File: src/rtl/gwf_pkg.sv
// ----------------------------------------------------------------------------
// gwf_pkg
// Shared types and constants for the grid water flow step block.
// ----------------------------------------------------------------------------
package gwf_pkg;

  localparam int LEVEL_BITS = 16;
  localparam logic [LEVEL_BITS-1:0] FULL_SCALE = '1;

  // operation codes
  localparam logic [2:0] OP_WRITE = 3'd0;
  localparam logic [2:0] OP_ADD   = 3'd1;
  localparam logic [2:0] OP_READ  = 3'd2;
  localparam logic [2:0] OP_STEP  = 3'd3;
  localparam logic [2:0] OP_CLEAR = 3'd4;

  // configuration register indexes
  localparam logic [1:0] CFG_MAX_WATER = 2'd0;
  localparam logic [1:0] CFG_MIN_WATER = 2'd1;

  localparam logic [LEVEL_BITS-1:0] MAX_WATER_RESET = 16'd4096;
  localparam logic [LEVEL_BITS-1:0] MIN_WATER_RESET = 16'd4;

  typedef struct packed {
    logic [2:0]            opcode;
    logic [4:0]            cell_column;
    logic [4:0]            cell_row;
    logic                  solid_flag;
    logic [LEVEL_BITS-1:0] water_amount;
  } cmd_t;

  typedef struct packed {
    logic                  cell_is_solid;
    logic [LEVEL_BITS-1:0] cell_water;
    logic [2:0]            done_opcode;
  } rsp_t;

  // result of one side flow look
  typedef struct packed {
    logic [LEVEL_BITS-1:0] flow;
    logic [LEVEL_BITS-1:0] amount;
    logic                  drained;
  } side_t;

endpackage

File: src/rtl/gwf_side_unit.sv
// ----------------------------------------------------------------------------
// gwf_side_unit
// Side flow unit shared by the left and right looks of a cell.
// ----------------------------------------------------------------------------
module gwf_side_unit (
  input  logic [gwf_pkg::LEVEL_BITS-1:0] amount,
  input  logic [gwf_pkg::LEVEL_BITS-1:0] neighbor,
  input  logic [gwf_pkg::LEVEL_BITS-1:0] min_water,
  output gwf_pkg::side_t                 result
);

  logic [gwf_pkg::LEVEL_BITS:0]   diff;
  logic [gwf_pkg::LEVEL_BITS-1:0] flow;
  logic [gwf_pkg::LEVEL_BITS-1:0] rem;

  // quarter of the positive excess over the neighbor
  assign diff = {1'b0, amount} - {1'b0, neighbor};
  assign flow = (!diff[gwf_pkg::LEVEL_BITS] && (diff != '0))
              ? {2'b00, diff[gwf_pkg::LEVEL_BITS-1:2]} : '0;
  assign rem  = amount - flow;

  // a small remainder is dropped and the cell stops
  assign result.flow    = flow;
  assign result.drained = (rem < min_water);
  assign result.amount  = (rem < min_water) ? '0 : rem;

endmodule

File: config.mk
export PLATFORM = sky130hd
export DESIGN_NAME = gwf_side_unit
export DESIGN_NICKNAME = d
export VERILOG_FILES = /design/src/rtl/gwf_pkg.sv /design/src/rtl/gwf_side_unit.sv
export SDC_FILE = /design/constraint.sdc
export NUM_CORES = 1
export LEC_CHECK = 0
export ABC_CLOCK_PERIOD_IN_PS = 13800
export BUFFER_PORTS_ARGS = -buffer_cell sky130_fd_sc_hd__buf_4
export CORE_MARGIN = 4
export CORE_UTILIZATION = 42
export DETAILED_ROUTE_END_ITERATION = 10
export PLACE_DENSITY = 0.77
export SLEW_MARGIN = 20
export SYNTH_ARGS = -nofsm -noshare
export SYNTH_HDL_FRONTEND = slang
export SYNTH_SLANG_ARGS = --single-unit
File: constraint.sdc
create_clock -name vclk -period 13.8
set_input_delay 0.69 -clock vclk [all_inputs]
set_output_delay 0.69 -clock vclk [all_outputs]
set_load 0.005 [all_outputs]
Word level (Yosys, flattened, before mapping):

Index checks and enable logic that the tools add are counted.

* reductions and logical operators: 3
* add/sub/neg operators: 2
* mux-type cells: 2
* $lt $le $gt $ge: 1

Operators with widths (count)
* nonzero test 17 bit: 1
* subtractor 16 x 16 -> 17 bit: 1
* less-than comparator 16 bit: 1
* two-way mux 16 bit: 1
* subtractor 16 x 14 -> 16 bit: 1
* two-way mux 14 bit: 1
* logical AND 1 bit: 1
* zero test 1 bit: 1

* output and inout port bits: 33
* logic and storage cells: 8
* input port bits: 48
* register bits after elaboration: 0

Longest topological paths before layout:

* word-level depth: 7
* depth in mapped cells: 29
* gate-level depth less buffers: 27

Worst setup path before layout:

Ideal clock, no wire load.

* kind: input to output
* start: input amount[0] (netlist bit)
* end: output result[10] (netlist bit)
* path slack: 7422 ps
* required time: 13110 ps
* stages on the path: 28
* path buffers: 2
* arrival: 5688 ps
* cells stage by stage: inv_1 -> ha_1 -> fa_1 -> nor2b_1 -> o211ai_1 -> a21o_2 -> o311a_1 -> o21bai_1 -> a21o_2 -> buf_6 -> and2_4 -> ha_1 -> inv_1 -> fa_1 -> a211oi_1 -> o21bai_1 -> a31oi_1 -> o21ai_0 -> nor2_1 -> xnor2_1 -> ha_1 -> a21o_1 -> a21oi_1 -> o21ai_0 -> a21o_1 -> a211oi_2 -> buf_4 -> nor2b_1

RTL lines
* from (decl): RTL line gwf_side_unit.sv:6 `input logic [gwf_pkg::LEVEL_BITS-1:0] amount,`
* to (decl): RTL line gwf_side_unit.sv:9 `output gwf_pkg::side_t result`

==> impl_metrics.toml <==
[outcome]
outcome = "completed"

[grt]
grt_pass1_vias = 1986
grt_max_degree = 28
grt_pass1_wl_um = 8500
overflow = 0
grtUsageTotal_pct = 16.0
antenna_found_initial = 0

[flow_run]
cap_violations = 0

[die]
dieArea_mm2 = 0.00614
die_h_um = 78.4
die_w_um = 78.4
core.rowCount = 25
initial_core_util_pct = 43.8
coreArea_mm2 = 0.00475
io_pins = 81

[placement]
io_buffer_count = 79
dp_hpwl_um = 4670
gp_congestion = 0.903

[yosys]
synth_cells = 294
synth_cell_type_count = 47
synth_area_per_cell_um2 = 7.08
yosysSeqAreaShare_pct = 0
ys_warn_count = 0
syn_area_mm2 = 0.00208

[power]
ir_worst_vdd_uv = 25.9
pwr_density_cell_mw_per_mm2 = 78.3
p_leak_nw = 1.43

[worst_setup_path]
worstPathRequired_ps = 13110
slowest_delay_ps = 840
cp_num_buf_inv = 4
critPathCaptureType = "output pin"
worst_path_most_repeated_cell = "ha_1"
worstPathMaxFanout = 27
crit_type = "primary input to output pin"
startpoint_type = "primary input"
crit_family = "compound AO/OA/AOI/OAI gates"
arrival_ps = 6850
critical_path.slowest_cell = "a211oi_2"

[min_path]
min_path_type = "primary input to output pin"

[clock_tree]
ctsHoldBuffers = 0
postCtsSetupRepairBufs = 0
cts-resized-gates = 0

[final_layout]
mostFrequentLayoutCells = "buf_4, ha_1, inv_1"
seq_area_um2 = 0
n_clock_buffer = 0
drive_gt1_share_pct = 25.7
synthToLayoutAreaGrowth_pct = 30.8
mostFrequentLayoutCell = "buf_4"
n_antenna_cell = 0
flops_and_latches = 0
fin_nets = 466

[timing]
finalCritPeriodShare_pct = 54.6
fin_tns_setup_ps = 0
drv_slew = 0
holdWs_ps = 1790
fmax_mhz = 133
fin_crit_ps = 7540
setup_viol = 0
worst_pin_slew_ps = 996
max_slew_margin_pct = 33.5
final_hold_viol_count = 0
rsz0062_at_grt = "false"

[detailed_routing]
num_vias = 2189
dr.pass1.iters = 4
first_iter_violations = 103
via_per_inst = 5.02
wl_um = 5160
routedWlPerCell_um = 11.8
antenna_left = 0
post-route-drc-count = 0
[cell usage after synthesis (3+ instances only)]
master	instances	area share [%]
inv_1	41	7.4
o21ai_0	16	3.8
o21a_1	8	2.9
nor2_1	18	3.2
o21bai_1	4	1.4
or2_2	4	1.2
a21oi_1	15	3.6
o211ai_1	3	1.1
and2_1	7	2.1
buf_4	3	1.1
a21o_1	9	3.2
nand2b_1	3	0.90
nand2_1	19	3.4
ha_1	45	27
xnor2_1	20	8.4
xor2_1	5	2.1
and2_4	7	2.9
nor2b_1	17	5.1
nor3_1	7	1.7
nand3_1	7	1.7
[area by class of cell]
cell class / instances / area, um2
fill: 465 / 2030
multi-input combinational: 249 / 1890
timing repair buffer: 79 / 593
inverter: 41 / 154
tap: 67 / 83.8
[tightest hold or removal path, stage by stage]
cell and delay, ps:
buf_4 90, xor2_1 80, nor2_1 120, buf_4 120
[path summary, 6_finish.rpt]
check,start,to,slack [ps],cells past startpoint
worst max-delay path,amount[0],result[15],6260,28
worst min-delay path,amount[15],result[16],1790,4
[stage by stage]
| step | area, um2 | worst slack, ps | cells | util (%) | total power, mW |
|---|---|---|---|---|---|
| finish | 2720 | 6260 | 436 | 57.3 | 0.213 |
| global route | 2720 | 5670 | 436 | 57.3 | 0.241 |
| CTS | 2720 | 6220 | 436 | 57.3 | 0.215 |
| detailed placement | 2720 | 6260 | 436 | 57.3 | 0.214 |
| global placement | 2720 | 6410 | 436 | 57.3 | 0.211 |
| floorplan | 2080 | 7420 | 295 | - | 0.144 |
[where the power goes]
part | total (mW) | switching, mW | leakage [nW] | internal, mW
registers | 0 | 0 | 0 | 0
clock network | 0 | 0 | 0 | 0
logic | 0.213 | 0.103 | 1.43 | 0.110
[routing by layer]
| metal | global-route usage (%) | wire length [um] | vias to the layer above |
|---|---|---|---|
| met5 | 0 | 0 | - |
| met4 | 1.05 | 21 | 0 |
| li1 | - | - | 1168 |
| met2 | 29.1 | 2500 | 55 |
| met1 | 21.6 | 2380 | 964 |
| met3 | 0.688 | 249 | 2 |
[logic make-up (layout without fill, tap and decap cells)]
group | after synthesis | count (layout) | synth area share (%)
buffers and inverters | 46 | 120 | 9.26
other | 1 | 2 | 0.180
xor gates and xnor gates | 25 | 25 | 10.5
and+or+nand+nor | 97 | 97 | 24.8
AOI/OAI and AO/OA | 78 | 78 | 26.2
adders and majority gates | 47 | 47 | 29.0
Note: power is estimated with default switching activity, not from simulation.
